## src/hw/rtl/indi_axis_rate_controller_unit_defines.svh

```systemverilog
// Assertion helpers shared by the rate controller
`ifndef INDI_AXIS_RATE_CONTROLLER_UNIT_DEFINES_SVH
`define INDI_AXIS_RATE_CONTROLLER_UNIT_DEFINES_SVH

// antecedent and consequent in the same cycle
`define IRC_ASSERT_SAME(lbl, clk, rst, ante, cons) \
   lbl: assert property (@(posedge clk) disable iff (rst) (ante) |-> (cons)) \
      else $error("lbl violated");

// consequent in the cycle after the antecedent
`define IRC_ASSERT_NEXT(lbl, clk, rst, ante, cons) \
   lbl: assert property (@(posedge clk) disable iff (rst) (ante) |=> (cons)) \
      else $error("lbl violated");

`endif

```

## src/hw/rtl/irc_pkg.sv

```systemverilog
package irc_pkg;

   localparam int ERR_FRAC   = 15;
   localparam int RATE_FRAC  = 12;
   localparam int STEP_SHIFT = 9;
   localparam int THRUST_MIN = 300;

   localparam int ERR_W    = 16;
   localparam int RATE_W   = 21;
   localparam int THRUST_W = 14;
   localparam int CMD_W    = 15;
   localparam int GAIN_W   = 16;
   localparam int LIMIT_W  = 14;
   localparam int IDX_W    = 3;
   localparam int ST_W     = 40;
   localparam int ACC_W    = 64;
   localparam int MUL_CNT_W = $clog2(GAIN_W);

   localparam logic [GAIN_W-1:0] ACT_GAIN = 16'd1966;
   localparam int CMD_SAT = 9600;

   typedef logic signed [ST_W-1:0]  state_type;
   typedef logic signed [ACC_W-1:0] acc_type;

   typedef enum logic [IDX_W-1:0] {
      REG_PROP_GAIN   = 3'd0,
      REG_DAMP_GAIN   = 3'd1,
      REG_CTRL_EFF    = 3'd2,
      REG_FILT_DAMP   = 3'd3,
      REG_FILT_STIFF  = 3'd4,
      REG_CMD_LIMIT   = 3'd5,
      REG_THRUST_MODE = 3'd6,
      REG_LATE_CLAMP  = 3'd7
   } reg_idx_type;

   typedef enum logic [2:0] {
      ST_IDLE, ST_FA, ST_FB, ST_FC, ST_PA, ST_PB, ST_PC, ST_PD
   } seq_state_type;

   // saturate to the signed 40-bit state range
   function automatic state_type sat40(input acc_type v);
      acc_type hi;
      acc_type lo;
      hi = (acc_type'(1) <<< (ST_W - 1)) - 1;
      lo = -hi - 1;
      if (v > hi) return state_type'(hi);
      if (v < lo) return state_type'(lo);
      return state_type'(v);
   endfunction

   function automatic acc_type to_q16(input acc_type v, input int frac);
      if (frac <= 16) return v <<< (16 - frac);
      return v >>> (frac - 16);
   endfunction

   // truncate toward zero to an integer, then saturate
   function automatic logic signed [CMD_W-1:0] out_cmd(input acc_type v);
      acc_type mag;
      acc_type i;
      mag = (v < 0) ? -v : v;
      i = mag >>> 16;
      if (i > acc_type'(CMD_SAT)) i = acc_type'(CMD_SAT);
      if (v < 0) i = -i;
      return i[CMD_W-1:0];
   endfunction

endpackage

```

## src/hw/rtl/irc_req_if.sv

```systemverilog
interface irc_req_if;
   import irc_pkg::*;
   logic valid;
   logic ready;
   logic signed [ERR_W-1:0]  att_error;
   logic signed [RATE_W-1:0] gyro_rate;
   logic [THRUST_W-1:0]      thrust;
   modport source (output valid, att_error, gyro_rate, thrust, input ready);
   modport sink (input valid, att_error, gyro_rate, thrust, output ready);
endinterface

```

## src/hw/rtl/irc_rsp_if.sv

```systemverilog
interface irc_rsp_if;
   import irc_pkg::*;
   logic valid;
   logic ready;
   logic signed [CMD_W-1:0] command;
   modport source (output valid, command, input ready);
   modport sink (input valid, command, output ready);
endinterface

```

## src/hw/rtl/irc_csr_if.sv

```systemverilog
interface irc_csr_if;
   import irc_pkg::*;
   logic valid;
   logic ready;
   logic [IDX_W-1:0]  index;
   logic [GAIN_W-1:0] data;
   modport source (output valid, index, data, input ready);
   modport sink (input valid, index, data, output ready);
endinterface

```

## src/hw/rtl/irc_mul.sv

```systemverilog
// bit-serial shift-add multiplier: signed multiplicand, unsigned 16-bit multiplier
module irc_mul (
   input  logic                       clock,
   input  logic                       reset,
   input  logic                       start,
   input  irc_pkg::acc_type           mcand,
   input  logic [irc_pkg::GAIN_W-1:0] mplier,
   output logic                       busy,
   output irc_pkg::acc_type           product
);
   import irc_pkg::*;

   acc_type a_ff, a_in, p_ff, p_in;
   logic [GAIN_W-1:0] b_ff, b_in;
   logic [MUL_CNT_W-1:0] cnt_ff, cnt_in;
   logic busy_ff, busy_in;

   always_comb begin
      a_in = a_ff;
      b_in = b_ff;
      p_in = p_ff;
      cnt_in = cnt_ff;
      busy_in = busy_ff;
      if (start) begin
         a_in = mcand;
         b_in = mplier;
         p_in = '0;
         cnt_in = MUL_CNT_W'(GAIN_W - 1);
         busy_in = 1'b1;
      end else if (busy_ff) begin
         if (b_ff[0]) p_in = p_ff + a_ff;
         a_in = a_ff <<< 1;
         b_in = b_ff >> 1;
         cnt_in = cnt_ff - 1'b1;
         if (cnt_ff == '0) busy_in = 1'b0;
      end
   end

   always_ff @(posedge clock) begin
      a_ff <= a_in;
      b_ff <= b_in;
      p_ff <= p_in;
      cnt_ff <= cnt_in;
      if (reset) busy_ff <= 1'b0;
      else busy_ff <= busy_in;
   end

   assign busy = busy_ff;
   assign product = p_ff;
endmodule

```

## src/hw/rtl/indi_axis_rate_controller_unit.sv

```systemverilog
// One axis of an INDI attitude rate controller.
// req_chan carries one request per control tick: att_error (Q.15), gyro_rate
// (Q.12) and thrust. rsp_chan returns exactly one command per request, an
// integer saturated at +-9600. csr_chan writes the eight gain and mode
// registers by index; it is always ready and must be used only while idle.
// Each request is worked through by a sequencer around one bit-serial
// shift-add multiplier, one multiplier bit per cycle: eight multiplications
// plus two filter advances. A new request is accepted only once the
// sequencer is back in idle after all work on the previous one. The command
// is registered in the increment step; the remaining work (actuator model
// and command filter) overlaps with the wait for rsp_chan. The multiplier
// and any stall on rsp_chan set the latency.
// The command waits in an output register while rsp_chan stalls; the
// sequencer holds in the increment step before loading the next command
// while the previous one is still untaken, so a stall that lasts until the
// next request reaches the increment step delays that request.
// Synchronous reset clears all filter states, loads register defaults and
// leaves the block idle and ready for a request on the next cycle.
`include "indi_axis_rate_controller_unit_defines.svh"
module indi_axis_rate_controller_unit (
   input logic      clock,
   input logic      reset,
   irc_req_if.sink  req_chan,
   irc_rsp_if.source rsp_chan,
   irc_csr_if.sink  csr_chan
);
   import irc_pkg::*;

   // configuration
   logic [GAIN_W-1:0] prop_gain_ff, damp_gain_ff, ctrl_eff_ff, filt_damp_ff, filt_stiff_ff;
   logic [LIMIT_W-1:0] cmd_limit_ff;
   logic thrust_mode_ff, late_clamp_ff;

   // filter states: entry 0 body rate filter, entry 1 command filter
   state_type fx_ff [2];
   state_type fxd_ff [2];
   state_type fxdd_ff [2];
   state_type fx_in [2];
   state_type fxd_in [2];
   state_type fxdd_in [2];
   state_type act_ff, act_in;

   // per-request operands and scratch
   acc_type err_ff, err_in, rate_ff, rate_in, tmp_ff, tmp_in;
   logic [THRUST_W-1:0] thrust_ff, thrust_in;
   logic sel_ff, sel_in;
   seq_state_type state_ff, state_in;

   logic rsp_valid_ff, rsp_valid_in;
   logic signed [CMD_W-1:0] cmd_ff, cmd_in;

   // multiplier
   logic mul_start, mul_busy;
   acc_type mul_a, mul_p;
   logic [GAIN_W-1:0] mul_b;

   irc_mul u_mul (
      .clock   (clock),
      .reset   (reset),
      .start   (mul_start),
      .mcand   (mul_a),
      .mplier  (mul_b),
      .busy    (mul_busy),
      .product (mul_p)
   );

   assign req_chan.ready = (state_ff == ST_IDLE);
   assign rsp_chan.valid = rsp_valid_ff;
   assign rsp_chan.command = cmd_ff;
   assign csr_chan.ready = 1'b1;

   always_comb begin
      state_type nx, nxd, acc, du;
      acc_type u, uc, bound, target;
      nx = '0;
      nxd = '0;
      acc = '0;
      du = '0;
      u = '0;
      uc = '0;
      bound = '0;
      target = '0;
      state_in = state_ff;
      fx_in = fx_ff;
      fxd_in = fxd_ff;
      fxdd_in = fxdd_ff;
      act_in = act_ff;
      err_in = err_ff;
      rate_in = rate_ff;
      tmp_in = tmp_ff;
      thrust_in = thrust_ff;
      sel_in = sel_ff;
      cmd_in = cmd_ff;
      rsp_valid_in = rsp_valid_ff && !rsp_chan.ready;
      mul_start = 1'b0;
      mul_a = '0;
      mul_b = '0;
      case (state_ff)
         ST_IDLE: begin
            if (req_chan.valid) begin
               err_in = to_q16(acc_type'(req_chan.att_error), ERR_FRAC);
               rate_in = to_q16(acc_type'(req_chan.gyro_rate), RATE_FRAC);
               thrust_in = req_chan.thrust;
               sel_in = 1'b0;
               state_in = ST_FA;
            end
         end
         ST_FA: begin
            // advance position and velocity, start the damping product
            nx = sat40(acc_type'(fx_ff[sel_ff]) + (acc_type'(fxd_ff[sel_ff]) >>> STEP_SHIFT));
            nxd = sat40(acc_type'(fxd_ff[sel_ff]) + (acc_type'(fxdd_ff[sel_ff]) >>> STEP_SHIFT));
            fx_in[sel_ff] = nx;
            fxd_in[sel_ff] = nxd;
            mul_start = 1'b1;
            mul_a = -acc_type'(nxd);
            mul_b = filt_damp_ff;
            state_in = ST_FB;
         end
         ST_FB: begin
            if (!mul_busy) begin
               target = sel_ff ? acc_type'(act_ff) : rate_ff;
               tmp_in = mul_p >>> 8;
               mul_start = 1'b1;
               mul_a = target - acc_type'(fx_ff[sel_ff]);
               mul_b = filt_stiff_ff;
               state_in = ST_FC;
            end
         end
         ST_FC: begin
            if (!mul_busy) begin
               fxdd_in[sel_ff] = sat40(tmp_ff + mul_p);
               if (!sel_ff) begin
                  mul_start = 1'b1;
                  mul_a = err_ff;
                  mul_b = prop_gain_ff;
                  state_in = ST_PA;
               end else begin
                  // low thrust: drop the command path history
                  if (thrust_ff < THRUST_W'(THRUST_MIN)) begin
                     act_in = '0;
                     fx_in[1] = '0;
                     fxd_in[1] = '0;
                     fxdd_in[1] = '0;
                  end
                  state_in = ST_IDLE;
               end
            end
         end
         ST_PA: begin
            if (!mul_busy) begin
               tmp_in = mul_p;
               mul_start = 1'b1;
               mul_a = acc_type'(fx_ff[0]);
               mul_b = damp_gain_ff;
               state_in = ST_PB;
            end
         end
         ST_PB: begin
            if (!mul_busy) begin
               acc = sat40((tmp_ff - mul_p) >>> 8);
               mul_start = 1'b1;
               mul_a = acc_type'(acc) - acc_type'(fxd_ff[0]);
               mul_b = ctrl_eff_ff;
               state_in = ST_PC;
            end
         end
         ST_PC: begin
            if (!mul_busy && (!rsp_valid_ff || rsp_chan.ready)) begin
               du = sat40(mul_p >>> 8);
               u = acc_type'(fx_ff[1]) + acc_type'(du);
               bound = thrust_mode_ff ? (acc_type'(thrust_ff) <<< 15)
                                      : (acc_type'(cmd_limit_ff) <<< 16);
               uc = u;
               if (uc > bound) uc = bound;
               if (uc < -bound) uc = -bound;
               cmd_in = out_cmd(late_clamp_ff ? u : uc);
               rsp_valid_in = 1'b1;
               mul_start = 1'b1;
               mul_a = uc - acc_type'(act_ff);
               mul_b = ACT_GAIN;
               state_in = ST_PD;
            end
         end
         ST_PD: begin
            if (!mul_busy) begin
               act_in = sat40(acc_type'(act_ff) + (mul_p >>> 16));
               sel_in = 1'b1;
               state_in = ST_FA;
            end
         end
         default: state_in = ST_IDLE;
      endcase
   end

   always_ff @(posedge clock) begin
      if (reset) begin
         state_ff <= ST_IDLE;
         rsp_valid_ff <= 1'b0;
         sel_ff <= 1'b0;
         act_ff <= '0;
         for (int i = 0; i < 2; i++) begin
            fx_ff[i] <= '0;
            fxd_ff[i] <= '0;
            fxdd_ff[i] <= '0;
         end
      end else begin
         state_ff <= state_in;
         rsp_valid_ff <= rsp_valid_in;
         sel_ff <= sel_in;
         act_ff <= act_in;
         fx_ff <= fx_in;
         fxd_ff <= fxd_in;
         fxdd_ff <= fxdd_in;
      end
      err_ff <= err_in;
      rate_ff <= rate_in;
      tmp_ff <= tmp_in;
      thrust_ff <= thrust_in;
      cmd_ff <= cmd_in;
   end

   // configuration registers
   always_ff @(posedge clock) begin
      if (reset) begin
         prop_gain_ff <= 16'd24320;
         damp_gain_ff <= 16'd2560;
         ctrl_eff_ff <= 16'd10240;
         filt_damp_ff <= 16'd9472;
         filt_stiff_ff <= 16'd2500;
         cmd_limit_ff <= 14'd4500;
         thrust_mode_ff <= 1'b0;
         late_clamp_ff <= 1'b0;
      end else if (csr_chan.valid) begin
         case (reg_idx_type'(csr_chan.index))
            REG_PROP_GAIN:   prop_gain_ff <= csr_chan.data;
            REG_DAMP_GAIN:   damp_gain_ff <= csr_chan.data;
            REG_CTRL_EFF:    ctrl_eff_ff <= csr_chan.data;
            REG_FILT_DAMP:   filt_damp_ff <= csr_chan.data;
            REG_FILT_STIFF:  filt_stiff_ff <= csr_chan.data;
            REG_CMD_LIMIT:   cmd_limit_ff <= csr_chan.data[LIMIT_W-1:0];
            REG_THRUST_MODE: thrust_mode_ff <= csr_chan.data[0];
            REG_LATE_CLAMP:  late_clamp_ff <= csr_chan.data[0];
            default: ;
         endcase
      end
   end

   // an accepted request always starts the rate filter step
   `IRC_ASSERT_NEXT(a_req_starts, clock, reset, req_chan.valid && req_chan.ready, state_ff == ST_FA)
   // a command is only raised out of the increment step
   `IRC_ASSERT_SAME(a_rsp_from_pc, clock, reset, $rose(rsp_valid_ff), $past(state_ff) == ST_PC)
   // the multiplier never runs while the sequencer is idle
   `IRC_ASSERT_SAME(a_mul_idle, clock, reset, mul_busy, state_ff != ST_IDLE)

endmodule
```

## src/flat_wrapper.sv

```systemverilog
// flat-port wrapper written by rule: the top's interface ports become plain ports
module indi_axis_rate_controller_unit_flat import irc_pkg::*;
  (clock, reset, req_chan_valid, req_chan_att_error, req_chan_gyro_rate, req_chan_thrust, req_chan_ready, rsp_chan_valid, rsp_chan_command, rsp_chan_ready, csr_chan_valid, csr_chan_index, csr_chan_data, csr_chan_ready);
  irc_req_if req_chan_i ();
  irc_rsp_if rsp_chan_i ();
  irc_csr_if csr_chan_i ();
  input logic clock;
  input logic reset;
  input wire logic [$bits(req_chan_i.valid)-1:0] req_chan_valid;
  input wire logic [$bits(req_chan_i.att_error)-1:0] req_chan_att_error;
  input wire logic [$bits(req_chan_i.gyro_rate)-1:0] req_chan_gyro_rate;
  input wire logic [$bits(req_chan_i.thrust)-1:0] req_chan_thrust;
  output wire logic [$bits(req_chan_i.ready)-1:0] req_chan_ready;
  output wire logic [$bits(rsp_chan_i.valid)-1:0] rsp_chan_valid;
  output wire logic [$bits(rsp_chan_i.command)-1:0] rsp_chan_command;
  input wire logic [$bits(rsp_chan_i.ready)-1:0] rsp_chan_ready;
  input wire logic [$bits(csr_chan_i.valid)-1:0] csr_chan_valid;
  input wire logic [$bits(csr_chan_i.index)-1:0] csr_chan_index;
  input wire logic [$bits(csr_chan_i.data)-1:0] csr_chan_data;
  output wire logic [$bits(csr_chan_i.ready)-1:0] csr_chan_ready;
  assign req_chan_i.valid = req_chan_valid;
  assign req_chan_i.att_error = req_chan_att_error;
  assign req_chan_i.gyro_rate = req_chan_gyro_rate;
  assign req_chan_i.thrust = req_chan_thrust;
  assign req_chan_ready = req_chan_i.ready;
  assign rsp_chan_valid = rsp_chan_i.valid;
  assign rsp_chan_command = rsp_chan_i.command;
  assign rsp_chan_i.ready = rsp_chan_ready;
  assign csr_chan_i.valid = csr_chan_valid;
  assign csr_chan_i.index = csr_chan_index;
  assign csr_chan_i.data = csr_chan_data;
  assign csr_chan_ready = csr_chan_i.ready;
  indi_axis_rate_controller_unit u_core (.clock(clock), .reset(reset), .req_chan(req_chan_i), .rsp_chan(rsp_chan_i), .csr_chan(csr_chan_i));
endmodule
```

## config.mk

```make
export PLATFORM = sky130hd
export DESIGN_NAME = indi_axis_rate_controller_unit_flat
export DESIGN_NICKNAME = d
export VERILOG_FILES = /design/src/hw/rtl/irc_pkg.sv /design/src/hw/rtl/irc_req_if.sv /design/src/hw/rtl/irc_rsp_if.sv /design/src/hw/rtl/irc_csr_if.sv /design/src/hw/rtl/irc_mul.sv /design/src/hw/rtl/indi_axis_rate_controller_unit.sv /design/src/flat_wrapper.sv
export VERILOG_INCLUDE_DIRS = /design/src /design/src/hw/rtl
export SDC_FILE = /design/constraint.sdc
export NUM_CORES = 2
export LEC_CHECK = 0
export BUFFER_PORTS_ARGS = -buffer_cell sky130_fd_sc_hd__buf_2
export CAP_MARGIN = 0
export CORE_ASPECT_RATIO = 0.5
export CORE_MARGIN = 1
export CORE_UTILIZATION = 45
export DETAILED_ROUTE_END_ITERATION = 16
export HOLD_SLACK_MARGIN = 0.02
export MAX_ROUTING_LAYER = met4
export SYNTH_ARGS = -nofsm -noshare
export SYNTH_HDL_FRONTEND = slang
export SYNTH_SLANG_ARGS = --single-unit
```

## constraint.sdc

```tcl
create_clock -name clock -period 11.7 [get_ports clock]
set_input_delay 1.17 -clock clock [delete_from_list [all_inputs] [get_ports clock]]
set_output_delay 1.17 -clock clock [all_outputs]
set_load 0.02 [all_outputs]
```

==> flow_summary.toml <==
[run_status]
outcome = "finished clean"

[drt]
detailroute.via_count = 57757
drt-total-wl_um = 235000
drc = 0
route.detailed.wl_per_inst_um = 25.1
antenna_violating_nets_post_route = 0
drt_first_iter_violations = 6676
drtPass1Iterations = 9
avgViaCountPerCell = 6.15

[yosys]
synthCells = 7348
synth.net_count = 7982
yosys_warnings = 0
netlist.area_leader.share = 0.152
mappedNetlistArea_um2 = 56900
synth-seq-area-share = 0.263
number_of_distinct_library_cell_variants_in_the_gate_level_netlist_after_synthesis = 106
ys_seq_elements = 642
synth_area_leaders = "dfxtp_1 15%, ha_1 12%, edfxtp_1 11%"
ys_dominant_reg_cell = "dfxtp_1"
synth_top_cells_by_count = "916 x nand2_1, 729 x a21oi_1, 604 x nor2_1"
synth_largest_area_cell = "dfxtp_1"
synth.avg_cell_area_um2 = 7.74
synth.most_common_cell = "nand2_1"
asyncSetResetFlopFracSynth = 0
post_synth_edffs = 210

[sta]
relSlewSlack = 0.0462
max_freq_mhz = 87.3
finalHoldViolations = 0
fin_skew_ns = 0.0448
setup-violations-final = 0
post-route-period-util = 0.979
grt_setup_unrepaired = "yes"
timing_max_transition_violations_final = 0
worst_hold_slack_ns = 0.454
fin_crit_ns = 11.46
timing_worst_slew_pin_value_ns = 1.42

[placed_design]
dp_cells = 9210
portBuffers = 91
dpl-instance-area_um2 = 61800
place_congestion = 1.08
hpwl_um = 185000

[finish]
final_nets = 8272
design_area_um2 = 65300
final_core_util = 0.525
finish.cell_count_without_fillers = 9388
post_route_cells_drive_above_1_share = 0.128
area_growth_pct = 14.8
final.fill_count = 12314

[global_route]
antenna_violations_before_repair = 22
grt_first_pass_wirelength_um = 344000
grtUsageTotal = 0.366
largest_net_degree_at_the_start_of_global_routing = 101
first_global_vias = 52070
grt_remaining_overflow = 0

[setup_path]
critical-path-top-cell-by-count = "a21o_1"
cp.arrival_ns = 11.89
crit_path_max_incr_delay_ns = 0.49
critPathCaptureType = "flip-flop"
timing.critical_path.from_type = "flip-flop"
cp_data_required_time_ns = 12.14
critPathMaxFanout = 13
cp_slowest_cell = "o41a_1"
critical_path_class = "reg -> reg"
rr_worst_depth = 55

[cts]
cts_inserted_buffers = 69
clock-root-buffer = "clkbuf_16"
clkSlewWorstSetupHoldPaths_ns = 0.07
number_of_levels_in_the_clock_h_tree = 3
worst_skew_pair.late_latency_ns = 0.70
cts_buffer_depth = 3
tritoncts = "yes"
numClockSinks = 642

[die]
floorplan.initialDensity = 0.458
die-width_um = 505
die_h_um = 253
num_rows = 91
die_area_um2 = 128000
design.core.area_um2 = 124000
ports_placed_on_the_boundary = 93

[min_path]
hold_path_class = "reg -> reg"
hold_path_stages = 2

[pwr]
fin_total_pwr_mw = 23.3
worst_ir_drop_vdd_uv = 225
cellLeakagePower_nw = 27.6
power-per-cell-area_nw_per_um2 = 356

[job]
max-cap-violations = 0
## worst max-delay path: cells and delay by family (launching register included)
family,cells,cell delay (ns)
compound gates,33,6.94
simple gates,9,1.42
buf+inv,6,0.90
fa+ha+maj,4,0.85
mux,1,0.37
flops,1,0.36
xor+xnor,2,0.34
## what timing repair did
item | 4_1_cts | 5_1_grt
pin swaps | 17 | 90
hold buffers | 0 | 0
gates resized for setup | 31 | 148
setup buffers | 5 | 26
gates cloned | 0 | 1
endpoints found under the setup margin | 33 | 53
## sequential cells by signal, indices dropped and copies added (netlist names), 15 cells and up
register                 cells
u_core.u_mul.a_ff           64
u_core.err_ff               16
u_core.u_mul.product        64
u_core.ctrl_eff_ff          16
u_core.rsp_chan.command     15
u_core.filt_damp_ff         16
u_core.tmp_ff               64
u_core.fx_ff                80
u_core.prop_gain_ff         16
u_core.filt_stiff_ff        16
u_core.act_ff               40
u_core.rate_ff              21
u_core.damp_gain_ff         16
u_core.fxdd_ff              62
u_core.fxd_ff               80
u_core.u_mul.b_ff           16
## report_power, final
| part | switching (mW) | internal, mW | leakage, nW | total [mW] |
|---|---|---|---|---|
| Clock | 1.08 | 1.35 | 1.18 | 2.44 |
| Combinational | 10.7 | 6.98 | 20.9 | 17.7 |
| Sequential | 0.416 | 2.74 | 5.51 | 3.16 |
## final cells by class
| cell class | count | area (um^2) | share of cell area |
|---|---|---|---|
| clock buffer | 86 | 1950 | 0.0298 |
| inverter | 399 | 1500 | 0.0230 |
| multi-input combinational | 5951 | 40000 | 0.613 |
| clock inverter | 42 | 465 | 0.00712 |
| tap | 1674 | 2090 | 0.0321 |
| antenna | 19 | 47.5 | 0.000728 |
| timing repair buffer | 575 | 4250 | 0.0651 |
| sequential | 642 | 15000 | 0.229 |
## metrics by stage
| stage | worst slack [ns] | TNS, ns |
|---|---|---|
| after floorplan | 0.0223 | 0 |
| after global placement | -0.337 | -2.81 |
| after detailed placement | -0.399 | -6.00 |
| after CTS | -0.0154 | -0.0154 |
| after global routing | -0.317 | -5.69 |
| final | 0.242 | 0 |
## final timing paths
path         slack [ns]                startpoint               endpoint
max reg2reg        0.24  u_core.u_mul.product[61]  u_core.u_mul.a_ff[53]
min reg2reg        0.45         u_core.fxd_ff[51]      u_core.fxd_ff[51]
max                0.24  u_core.u_mul.product[61]  u_core.u_mul.a_ff[53]
min                0.45         u_core.fxd_ff[51]      u_core.fxd_ff[51]
## kinds of logic (layout without fill, tap and decap cells)
| group | Yosys count | in the layout | share of synthesized area |
|---|---|---|---|
| buffers and inverters | 755 | 1102 | 0.0503 |
| multiplexers | 136 | 136 | 0.0255 |
| adder cells (fa/ha/maj) | 580 | 580 | 0.128 |
| XOR/XNOR | 462 | 462 | 0.0715 |
| flip-flops | 642 | 642 | 0.263 |
| other | 1 | 20 | 0.0000659 |
| AO/OA/AOI/OAI | 2303 | 2303 | 0.260 |
| AND/OR/NAND/NOR | 2469 | 2469 | 0.202 |
## layout by cell type, fill, tap and decap left out, drive strengths merged, types with 51 or more instances in the layout
master | synthesis | final
inv | 399 | 405
a221oi | 51 | 51
buf | 41 | 573
o21bai | 91 | 91
nand2 | 917 | 917
a21o | 221 | 221
xor2 | 148 | 148
ha | 550 | 550
dfxtp | 432 | 432
o21a | 54 | 54
mux2 | 71 | 71
nor2b | 88 | 88
and3 | 53 | 53
a22oi | 93 | 93
nand4 | 117 | 117
mux2i | 65 | 65
nand2b | 127 | 127
a31oi | 55 | 55
nor3 | 162 | 162
nand3 | 168 | 168
xnor2 | 314 | 314
o21ai | 521 | 521
clkbuf | 315 | 88
nor2 | 605 | 605
a21oi | 732 | 732
a211oi | 72 | 72
edfxtp | 210 | 210
## metal layers
| layer | up-vias | GRT usage | wire length (um) |
|---|---|---|---|
| li1 | 27179 | - | - |
| met1 | 27449 | 0.510 | 106000 |
| met2 | 2738 | 0.520 | 94800 |
| met3 | 391 | 0.0758 | 25300 |
| met4 | 0 | 0.126 | 9390 |
| met5 | - | - | 0 |
Power figures use the tool's default switching activity.
